## config.mk

```make
export PLATFORM = sky130hd
export DESIGN_NAME = imu_frame_checksum_serializer
export DESIGN_NICKNAME = d
export VERILOG_FILES = /design/src/rtl/fcs_pkg.sv /design/src/rtl/imu_frame_checksum_serializer.sv /design/src/rtl/fcs_check.sv
export SDC_FILE = /design/constraint.sdc
export NUM_CORES = 1
export LEC_CHECK = 0
export ABC_AREA = 1
export BUFFER_PORTS_ARGS = -buffer_cell sky130_fd_sc_hd__buf_2
export CORE_MARGIN = 2
export CORE_UTILIZATION = 55
export DETAILED_ROUTE_END_ITERATION = 8
export GPL_TIMING_DRIVEN = 0
export PLACE_DENSITY = 0.9
export SLEW_MARGIN = 20
export SYNTH_ARGS = -nofsm -noshare
export SYNTH_HDL_FRONTEND = slang
export SYNTH_SLANG_ARGS = --single-unit
```

## constraint.sdc

```tcl
create_clock -name clk -period 7.55 [get_ports clk]
set_clock_uncertainty 0.2 [all_clocks]
set_input_delay 1.1325 -clock clk [delete_from_list [all_inputs] [get_ports clk]]
set_output_delay 1.1325 -clock clk [all_outputs]
set_load 0.1 [all_outputs]
```

## src/rtl/fcs_pkg.sv

```systemverilog
// ----------------------------------------------------------------------------
// fcs_pkg
// Types and constants shared by the frame checksum serializer modules.
// ----------------------------------------------------------------------------
`default_nettype none

package fcs_pkg;

	// frame kind carried on the input tuser
	typedef enum logic [1:0] {
		CMD_IMU  = 2'd0,
		CMD_ACC  = 2'd1,
		CMD_USER = 2'd2,
		CMD_NONE = 2'd3
	} fcs_cmd_t;

	// configuration register indexes
	localparam int unsigned CFG_IDX_W = 8;
	localparam logic [CFG_IDX_W-1:0] CFG_HEAD      = 8'd0;
	localparam logic [CFG_IDX_W-1:0] CFG_DEST      = 8'd1;
	localparam logic [CFG_IDX_W-1:0] CFG_IMU_ID    = 8'd2;
	localparam logic [CFG_IDX_W-1:0] CFG_USER_ID   = 8'd3;

	localparam logic [7:0] HEAD_RST    = 8'd170;
	localparam logic [7:0] DEST_RST    = 8'd255;
	localparam logic [7:0] IMU_ID_RST  = 8'd1;
	localparam logic [7:0] USER_ID_RST = 8'd241;

	localparam int unsigned HDR_BYTES  = 4;
	localparam logic [7:0]  IMU_LEN    = 8'd13;
	localparam logic [7:0]  USER_LEN   = 8'd12;

	// header plus payload, the bytes that pass through the shift register
	localparam int unsigned SHREG_BYTES = 17;
	localparam int unsigned SHREG_W     = SHREG_BYTES * 8;
	localparam logic [4:0]  IMU_BYTES   = 5'd17;
	localparam logic [4:0]  USER_BYTES  = 5'd16;

	// checksum unit control
	typedef struct packed {
		logic clear;
		logic add;
	} fcs_ctl_t;

endpackage

`default_nettype wire

```

## src/rtl/imu_frame_checksum_serializer.sv

```systemverilog
// ----------------------------------------------------------------------------
// imu_frame_checksum_serializer
// The first frame byte reaches m_tdata through the state and output registers
// after the input transfer. Output is one byte per cycle, while m_tready allows,
// from a shift register that moves a byte at a time; input is taken only when
// idle, so no new sample set is taken until the frame is serialized. IMU and
// accel frames carry 19 bytes, user frames 18. Kind 3 is taken and dropped.
// Reset: registers return to their defaults, no frame pending, output empty.
// ----------------------------------------------------------------------------
`default_nettype none

module imu_frame_checksum_serializer
	import fcs_pkg::*;
(
	input  wire logic                 clk,
	input  wire logic                 arst_n,
	// configuration write
	input  wire logic                 cfg_valid,
	output logic                      cfg_ready,
	input  wire logic [CFG_IDX_W-1:0] cfg_index,
	input  wire logic [7:0]           cfg_data,
	// sample input
	input  wire logic                 s_tvalid,
	output logic                      s_tready,
	// acc_x[31:0], acc_y[63:32], acc_z[95:64], gyr_x[111:96], gyr_y[127:112],
	// gyr_z[143:128], shock_flag[151:144]
	input  wire logic [151:0]         s_tdata,
	input  wire logic [1:0]           s_tuser,  // command
	// frame byte output
	output logic                      m_tvalid,
	input  wire logic                 m_tready,
	output logic [7:0]                m_tdata,  // frame_byte
	output logic                      m_tlast   // last_byte
);

	typedef enum logic [1:0] {
		ST_IDLE,
		ST_DATA,
		ST_SUM,
		ST_ADD
	} state_t;

	state_t state_q;
	logic [4:0] cnt_q;
	logic       m_tvalid_q;
	logic [7:0] m_tdata_q;
	logic       m_tlast_q;

	logic [7:0] head_q;
	logic [7:0] dest_q;
	logic [7:0] imu_id_q;
	logic [7:0] user_id_q;

	logic [SHREG_W-1:0] shreg_q;
	logic [SHREG_W-1:0] load_vec;
	logic [4:0]         load_cnt;

	logic       s_xfer;
	logic       adv;
	logic       emit;
	fcs_cmd_t   cmd;
	fcs_ctl_t   chk_ctl;
	logic [7:0] sum_check;
	logic [7:0] add_check;

	assign cmd       = fcs_cmd_t'(s_tuser);
	assign s_tready  = (state_q == ST_IDLE);
	assign s_xfer    = s_tvalid && s_tready;
	assign cfg_ready = 1'b1;
	// output register free or being emptied this cycle
	assign adv       = !m_tvalid_q || m_tready;
	// a frame byte enters the output register
	assign emit      = (state_q != ST_IDLE) && adv;

	// frame image: header bytes first, payload little-endian after
	always_comb begin
		load_vec = '0;
		load_cnt = IMU_BYTES;
		load_vec[8*HDR_BYTES-1:0] = {8'd0, imu_id_q, dest_q, head_q};
		case (cmd)
			CMD_IMU: begin
				load_vec[31:24]   = IMU_LEN;
				load_vec[135:32]  = {s_tdata[151:96], s_tdata[79:64],
					s_tdata[47:32], s_tdata[15:0]};
			end
			CMD_ACC: begin
				load_vec[31:24]   = IMU_LEN;
				load_vec[79:32]   = {s_tdata[79:64], s_tdata[47:32], s_tdata[15:0]};
			end
			CMD_USER: begin
				load_vec[23:16]   = user_id_q;
				load_vec[31:24]   = USER_LEN;
				load_vec[127:32]  = s_tdata[95:0];
				load_cnt          = USER_BYTES;
			end
			default: begin
				load_cnt = IMU_BYTES;
			end
		endcase
	end

	always_ff @(posedge clk) begin
		if (s_xfer) begin
			shreg_q <= load_vec;
		end else if (state_q == ST_DATA && adv) begin
			shreg_q <= {8'd0, shreg_q[SHREG_W-1:8]};
		end
	end

	assign chk_ctl.clear = s_xfer;
	assign chk_ctl.add   = (state_q == ST_DATA) && adv;

	fcs_check u_check (
		.clk       (clk),
		.arst_n    (arst_n),
		.ctl       (chk_ctl),
		.byte_in   (shreg_q[7:0]),
		.sum_check (sum_check),
		.add_check (add_check)
	);

	always_ff @(posedge clk or negedge arst_n) begin
		if (!arst_n) begin
			state_q    <= ST_IDLE;
			cnt_q      <= 5'd0;
			m_tvalid_q <= 1'b0;
			m_tdata_q  <= 8'd0;
			m_tlast_q  <= 1'b0;
			head_q     <= HEAD_RST;
			dest_q     <= DEST_RST;
			imu_id_q   <= IMU_ID_RST;
			user_id_q  <= USER_ID_RST;
		end else begin
			if (cfg_valid) begin
				case (cfg_index)
					CFG_HEAD:    head_q    <= cfg_data;
					CFG_DEST:    dest_q    <= cfg_data;
					CFG_IMU_ID:  imu_id_q  <= cfg_data;
					CFG_USER_ID: user_id_q <= cfg_data;
					default: ;
				endcase
			end
			if (emit) begin
				m_tvalid_q <= 1'b1;
			end else if (m_tready) begin
				m_tvalid_q <= 1'b0;
			end
			case (state_q)
				ST_IDLE: begin
					if (s_xfer && cmd != CMD_NONE) begin
						state_q <= ST_DATA;
						cnt_q   <= load_cnt;
					end
				end
				ST_DATA: begin
					if (adv) begin
						m_tdata_q  <= shreg_q[7:0];
						m_tlast_q  <= 1'b0;
						cnt_q      <= cnt_q - 5'd1;
						if (cnt_q == 5'd1) begin
							state_q <= ST_SUM;
						end
					end
				end
				ST_SUM: begin
					if (adv) begin
						m_tdata_q  <= sum_check;
						m_tlast_q  <= 1'b0;
						state_q    <= ST_ADD;
					end
				end
				ST_ADD: begin
					if (adv) begin
						m_tdata_q  <= add_check;
						m_tlast_q  <= 1'b1;
						state_q    <= ST_IDLE;
					end
				end
				default: begin
					state_q <= ST_IDLE;
				end
			endcase
		end
	end

	assign m_tvalid = m_tvalid_q;
	assign m_tdata  = m_tdata_q;
	assign m_tlast  = m_tlast_q;

`ifndef NO_ASSERTIONS
	a_start: assert property (@(posedge clk) disable iff (!arst_n)
		s_xfer && cmd != CMD_NONE |=> state_q == ST_DATA && cnt_q >= USER_BYTES)
		else $error("frame did not start after input transfer");
	a_drop: assert property (@(posedge clk) disable iff (!arst_n)
		s_xfer && cmd == CMD_NONE |=> state_q == ST_IDLE)
		else $error("kind 3 started a frame");
	a_cnt_live: assert property (@(posedge clk) disable iff (!arst_n)
		state_q == ST_DATA |-> cnt_q != 5'd0)
		else $error("byte count ran out inside payload");
	a_no_early_last: assert property (@(posedge clk) disable iff (!arst_n)
		state_q == ST_ADD |-> !(m_tvalid_q && m_tlast_q))
		else $error("last byte shown before add-check");
`endif

endmodule

`default_nettype wire

```

## src/rtl/fcs_check.sv

```systemverilog
// ----------------------------------------------------------------------------
// fcs_check
// Sum-check and add-check accumulators, one byte per cycle while ctl.add is set.
// ----------------------------------------------------------------------------
`default_nettype none

module fcs_check
	import fcs_pkg::*;
(
	input  wire logic     clk,
	input  wire logic     arst_n,
	input  wire fcs_ctl_t ctl,
	input  wire logic [7:0] byte_in,
	output logic [7:0]    sum_check,
	output logic [7:0]    add_check
);

	logic [7:0] sum_q;
	logic [7:0] add_q;
	logic [7:0] sum_next;

	assign sum_next = sum_q + byte_in;

	always_ff @(posedge clk or negedge arst_n) begin
		if (!arst_n) begin
			sum_q <= 8'd0;
			add_q <= 8'd0;
		end else if (ctl.clear) begin
			sum_q <= 8'd0;
			add_q <= 8'd0;
		end else if (ctl.add) begin
			sum_q <= sum_next;
			// add-check sums the running sum taken after each byte
			add_q <= add_q + sum_next;
		end
	end

	assign sum_check = sum_q;
	assign add_check = add_q;

`ifndef NO_ASSERTIONS
	a_clear_zero: assert property (@(posedge clk) disable iff (!arst_n)
		ctl.clear |=> (sum_q == 8'd0) && (add_q == 8'd0))
		else $error("checksum not cleared at frame start");
	a_hold: assert property (@(posedge clk) disable iff (!arst_n)
		!ctl.clear && !ctl.add |=> $stable(sum_q) && $stable(add_q))
		else $error("checksum moved without a byte");
`endif

endmodule

`default_nettype wire

```

==> results of run 1 <==
==> cells in the mapped netlist, types with 4 or more instances <==
library cell and count:
nand2_1 235, edfxtp_1 136, inv_1 116, nand3_1 100, o21ai_0 51, dfrtp_1 47
nor2_1 45, clkbuf_1 32, nand4_1 32, o221ai_1 32, a21oi_1 26, ha_1 20
dfstp_2 18, buf_2 17, o22ai_1 17, a22o_1 16, o211ai_1 16, o21ai_1 11
xor2_1 5, inv_2 4, nor3_1 4
==> logic make-up (layout without fill, tap and decap cells) <==
family                     after synthesis  count (layout)
other                                    1               2
DFF                                    201             201
AOI/OAI and AO/OA                      173             173
xor gates and xnor gates                 6               6
adders and majority gates               22              22
buffers and inverters                  177             407
and+or+nand+nor                        429             429
==> stage by stage <==
step | hold WS [ns] | instances | area, sq um
after floorplan | 0.248 | 1009 | 9750
after global placement | 0.263 | 1419 | 11000
after detailed placement | 0.269 | 1424 | 11100
after CTS | 0.284 | 1464 | 11800
after global routing | 0.305 | 1464 | 11800
final | 0.286 | 1465 | 11800
==> area by class of cell <==
type                    instances  share of cell area (%)
clock inverters                12                   0.756
inverters                     123                    3.93
well taps                     225                    2.39
diodes                          1                  0.0213
flip-flops and latches        201                    48.8
repair buffers                190                    8.81
plain buffers                  54                    1.98
multi-input cells             631                    28.3
clock buffers                  28                    5.05
==> worst paths after layout <==
check	from	endpoint	slack (ns)	cells past startpoint
max	state_q[0]	shreg_q[108]	4.10	9
min	imu_id_q[6]	imu_id_q[6]	0.29	2
max reg2reg	state_q[0]	shreg_q[108]	4.10	9
min reg2reg	imu_id_q[6]	imu_id_q[6]	0.29	2
max in group asynchronous	arst_n	user_id_q[6]	6.24	2
min in group asynchronous	arst_n	u_check.add_check[6]	0.32	1
==> routing by layer <==
layer	track usage, %	vias up	share of wire, %
met5	0	-	0.048
met3	5.78	97	9.2
li1	-	3932	-
met4	10.4	2	3.8
met2	50.9	500	51
met1	34.7	3954	36
==> critical path: cells and delay by family, from the launching register on <==
| family | cells | cell delay (ns) |
|---|---|---|
| and+or+nand+nor | 2 | 0.49 |
| DFF | 1 | 0.40 |
| adders and majority gates | 1 | 0.32 |
| buffers and inverters | 6 | 1.70 |
==> registers in the layout (all words and copies together), names as in the netlist <==
register           flops
dest_q                 8
state_q                2
imu_id_q               8
m_tdata                8
u_check.sum_check      8
u_check.add_check      8
cnt_q                  5
m_tlast                1
head_q                 8
m_tvalid               1
shreg_q              136
user_id_q              8
==> layout by cell type (no fill, tap or decap), types with 18 or more instances in the layout <==
cell type	count
a21oi_1	26
nand3_1	100
clkbuf_1	37
dfstp_2	18
nor2_1	45
o21ai_0	51
dfrtp_1	47
buf_2	202
nand2_1	235
ha_1	20
o221ai_1	32
nand4_1	32
clkbuf_16	23
inv_1	116
edfxtp_1	136
==> power breakdown <==
group | internal, mW | switching, mW | total [mW]
Sequential | 1.83 | 0.174 | 2.00
Combinational | 0.639 | 1.35 | 1.99
Clock | 0.593 | 0.441 | 1.03
Total | 3.06 | 1.96 | 5.02
==> metrics.txt, run 1 <==
final WL=26,900 microns; Routed Antenna Nets=0; Worst Hold Class=register to register; crit path capture type=register; Multi-input gate area=3330 sq um; fmax=290 MHz; top post-synthesis cells by area=edfxtp_1 42%, dfrtp_1 12%, nand2_1 9.0%; DRT Pass-1 Iters=6; number of flops mapped to enable cells by yosys=136; starting density of the core=56.4%; Synth Area in Adders=2.98%; CTS Root Cell=clkbuf_16; library cells used by synthesis=38; Mapped Avg Cell Area=9.67 sq um; largest net degree at the start of global routing=47; Worst-Margin Slew=0.700 ns; Post-Synth Simple-Gate Area=19.1%; die area=18,800 sq um; sequential share of the synthesized area=58.8%; Sink Count=201; PwrDens=427 nW/um^2; endpoints failing setup=0; Worst-Skew Late Latency=0.50 ns; Place WS=3.66 ns; Synthesized Nets=1,206; global-route wire length before repair=41,700 microns; required time worst endpoint=7.54 ns; via/cell ratio=5.79; htree depth=1; hold-fix buffers at CTS=0; Max VDD drop=0.392 mV; DRT iter0 DRCs=754; vias in the first global route=8,289; CP max-delay cell=buf_2; Worst path most repeated cell=buf_12; total power=5.02 mW; post-CTS setup repair buffer count=0; DR WL/cell=18.3 microns; gate count after technology mapping=1,009; mux contribution to synthesized area=0%; largest area contributor in the netlist=edfxtp_1; count of pins over their slew limit=0; status=completed; RSZ-0062 raised after global routing=no; CTS tree=built; Max FO, Critical Path=36; Worst EP arrival=3.44 ns; dpl hpwl=19,600 microns; final setup margin=4.10 ns; Hold Vio Cnt, Final=0; main flop type after synthesis=edfxtp_1; Reg clk slew, reported paths=0.06 ns; Post-Syn Area=9750 sq um; Die H=137 microns; Post-synth ARST share=32.3%; crit path cell chain=inv_1 > ha_1 > nand2_2 > nand2_1 > buf_2 > buf_12 > buf_12 > buf_12 > buf_12; crit start category=register; Rows=48; core area=17,300 sq um; PortBufs=185; slew margin rel.=53.3%; fill cell count=1,241; YS warnings=0; GPL Wtd Cong=0.947; WS Path Type=register to register; vias=8,485; cts repair resizes=0; area delta synth->final=20.6%; FF/Latch Area=5730 sq um; share of layout cells above drive strength 1=22.2%; post-synth top area share=41.9%; final worst-path cycle share=45.7%; Ports=187; antenna violations before repair=2; Compound-Gate Fraction of Synth Area=11.5%; Die X=137 microns; nets=1,420; max_cap viols=0; critical path's largest stage delay=0.63 ns; GRT Resource Usage Total=28.7%; GRT overflow=0; TritonCTS buffer count=22; deepest clock path buffer count=3; flops & latches, synth=201; DRC errors left=0; Synth Area in XOR/XNOR=0.539%; Core Util, Final=68.0%; leakage=5.34 nW; largest family of logic cells by synthesized area=simple AND/OR/NAND/NOR gates; Tmin final=3.45 ns; setup_tns=0 ns
Power figures use the tool's default switching activity.
==> inputs of run 2 (changes only) <==
Settings changed: CORE_UTILIZATION 55 to 50, PLACE_DENSITY 0.9 to 0.87.
Clock period 7.55 ns to 2.75 ns, I/O delays scaled along.
==> run 2 against run 1 <==
Effect of this change: wire length increased by 2.5%; critical endpoint is now u_check.add_check[7]; final area up 2.4%; die area up 9.7%; flip-flop and latch count stayed put; utilization decreased by 5.5 points; highest routed layer is now met4; the flow now finishes with violations (setup timing); hold slack worse by 0.29 ns; first-iteration DRC count is 3.7% higher; combinational power grew to 2.9 times the previous value; largest power group is now combinational cells; maximum frequency increased by 25%; sequential share of layout area is 1.2 points lower; count of clock-buffer cells in the layout down 2; final cell count is 3.5% higher.
==> metrics.txt, run 2 (synthesis gave the netlist of run 1 again) <==
status=complete, but fails checks; failing checks=setup timing; Reg clk slew, reported paths=0.06 ns; Ports=187; Tmin final=2.75 ns; FF-to-FF path depth=17; DRT iter0 DRCs=782; count of pins over their slew limit=0; via/cell ratio=5.64; TritonCTS buffer count=23; routing usage on met1=29.7%; RSZ-0062 raised after global routing=yes; Worst EP arrival=2.96 ns; deepest clock path buffer count=3; Place WS=-0.252 ns; share of layout cells above drive strength 1=23.5%; Clock Power Share=21.1%; RR Endpoint=u_check.add_check[7]; Core Util, Final=62.5%; Rows=51; vias in the first global route=8,440; Routed Antenna Nets=0; Die X=144 microns; global-route wire length before repair=41,800 microns; slew margin rel.=43.2%; CTS Root Cell=clkbuf_16; GRT Resource Usage Total=26.1%; crit start category=register; Worst-Skew Late Latency=0.51 ns; area delta synth->final=23.5%; met2 Usage GRT=48.3%; largest net degree at the start of global routing=146; Max VDD drop=0.957 mV; htree depth=1; most frequent cells in the layout=233 x nand2_1, 201 x buf_2, 136 x edfxtp_1; worst hold start=cfg_data[0]; final worst-path cycle share=100%; GRT overflow=0; DR WL/cell=18.2 microns; final WL=27,500 microns; vias=8,555; worst hold endpoint=user_id_q[0]; reg-to-reg startpoint=shreg_q[2]; Fin Hold WS=0.000748 ns; R2R Setup Slk=-0.003 ns; dpl hpwl=19,200 microns; GPL Wtd Cong=0.924; most common cell after layout, fill and taps aside=nand2_1; nets=1,431; max_cap viols=0; Comb power frac=40.4%; max reg flops=136; PwrDens=1190 nW/um^2; WS Path Type=register to register; Biggest register=shreg_q; antenna violations before repair=1; P_int=8.76 mW; Switching Share=39.0%; Max FO, Critical Path=4; die area=20,600 sq um; leakage=5.40 nW; Sw Pwr=5.59 mW; PortBufs=185; starting density of the core=50.6%; GR Layer Usage met3=4.83%; required time worst endpoint=2.95 ns; fmax=363 MHz; crit path capture type=register; Die H=144 microns; core area=19,300 sq um; DRC errors left=0; grt peak-use layer=met2; CTS tree=built; Worst Hold Class=input port to register; final setup margin=-0.00280 ns; endpoints failing setup=1; Hold Vio Cnt, Final=0; Worst-Margin Slew=0.851 ns; Sink Count=201; DP Area=11,000 sq um; post-route cell area=12,000 sq um; DRT Pass-1 Iters=6; worst hold stages=3; sequential power share=38.5%
-- run 2: cell types whose count changed in the layout (fill, tap and decap cells not counted), moves of 3 or more --
cell / change
clkinv_1: +3
ha_4: +5
dlygate4sd3_1: +8
clkbuf_1: -3
ha_1: -7
buf_4: +6
clkinv_2: -5
-- run 2: final cells by class --
cell class	count	area [sq um]
clock inverters	15	146
flip-flops and latches	201	5730
well taps	265	332
inverters	123	462
plain buffers	54	248
fillers	1512	7230
repair buffers	200	1070
clock buffers	26	597
diodes	2	5.00
multi-input cells	631	3450
-- run 2: layer usage --
layer | share of wire, % | wire length (microns) | vias to the layer above
li1 | - | - | 3958
met1 | 35 | 9690 | 4015
met2 | 52 | 14400 | 481
met3 | 8.4 | 2310 | 101
met4 | 4.2 | 1150 | 0
met5 | 0 | 0 | -
-- run 2: repair_timing --
action / CTS / global route
setup buffers: 1 / 5
setup endpoints to repair: 54 / 3
hold buffers: 8 / 0
gates resized for setup: 12 / 9
hold endpoints to repair: 54 / 0
pin swaps: 4 / 9
-- run 2: how the worst max path moves through the flow --
stage,from,end,slack [ns],cells after the start
2_1_floorplan,shreg_q[2],u_check.add_check[7],0.02,17
3_3_place_gp,shreg_q[2],u_check.add_check[7],-0.16,17
3_5_place_dp,shreg_q[2],u_check.add_check[7],-0.25,17
4_1_cts,shreg_q[2],u_check.add_check[7],0.01,17
5_1_grt,shreg_q[2],u_check.add_check[7],-0.13,18
6_report,shreg_q[2],u_check.add_check[7],-0.003,17
-- run 2: power groups by stage --
| stage | combinational [mW] | sequential [mW] | clock, mW |
|---|---|---|---|
| after floorplan | 3.39 | 5.91 | 0 |
| after global placement | 4.98 | 5.48 | 0 |
| after detailed placement | 5.20 | 5.54 | 0 |
| after CTS | 5.44 | 5.51 | 3.03 |
| after global routing | 6.31 | 5.63 | 3.16 |
| final | 5.79 | 5.53 | 3.03 |
-- run 2: per-stage QoR --
stage | setup TNS [ns] | cells | total power, mW
final | -0.00280 | 1517 | 14.4
after global routing | -0.307 | 1515 | 15.1
after CTS | 0 | 1510 | 14.0
after detailed placement | -0.539 | 1460 | 10.7
after global placement | -0.313 | 1459 | 10.5
after floorplan | 0 | 1009 | 9.30
-- run 2: critical path, stage by stage, from the launching register on --
cell	delay (ns)
edfxtp_1	0.46
ha_4	0.27
or2_4	0.24
nand2_4	0.06
nor2_1	0.05
nor2_1	0.10
inv_1	0.06
or2_4	0.24
nand2_4	0.08
inv_2	0.04
ha_4	0.28
nand2_1	0.06
nor2_1	0.10
nand2_1	0.09
nand3_2	0.08
nand3_1	0.08
nand3_1	0.09
nand2_1	0.06
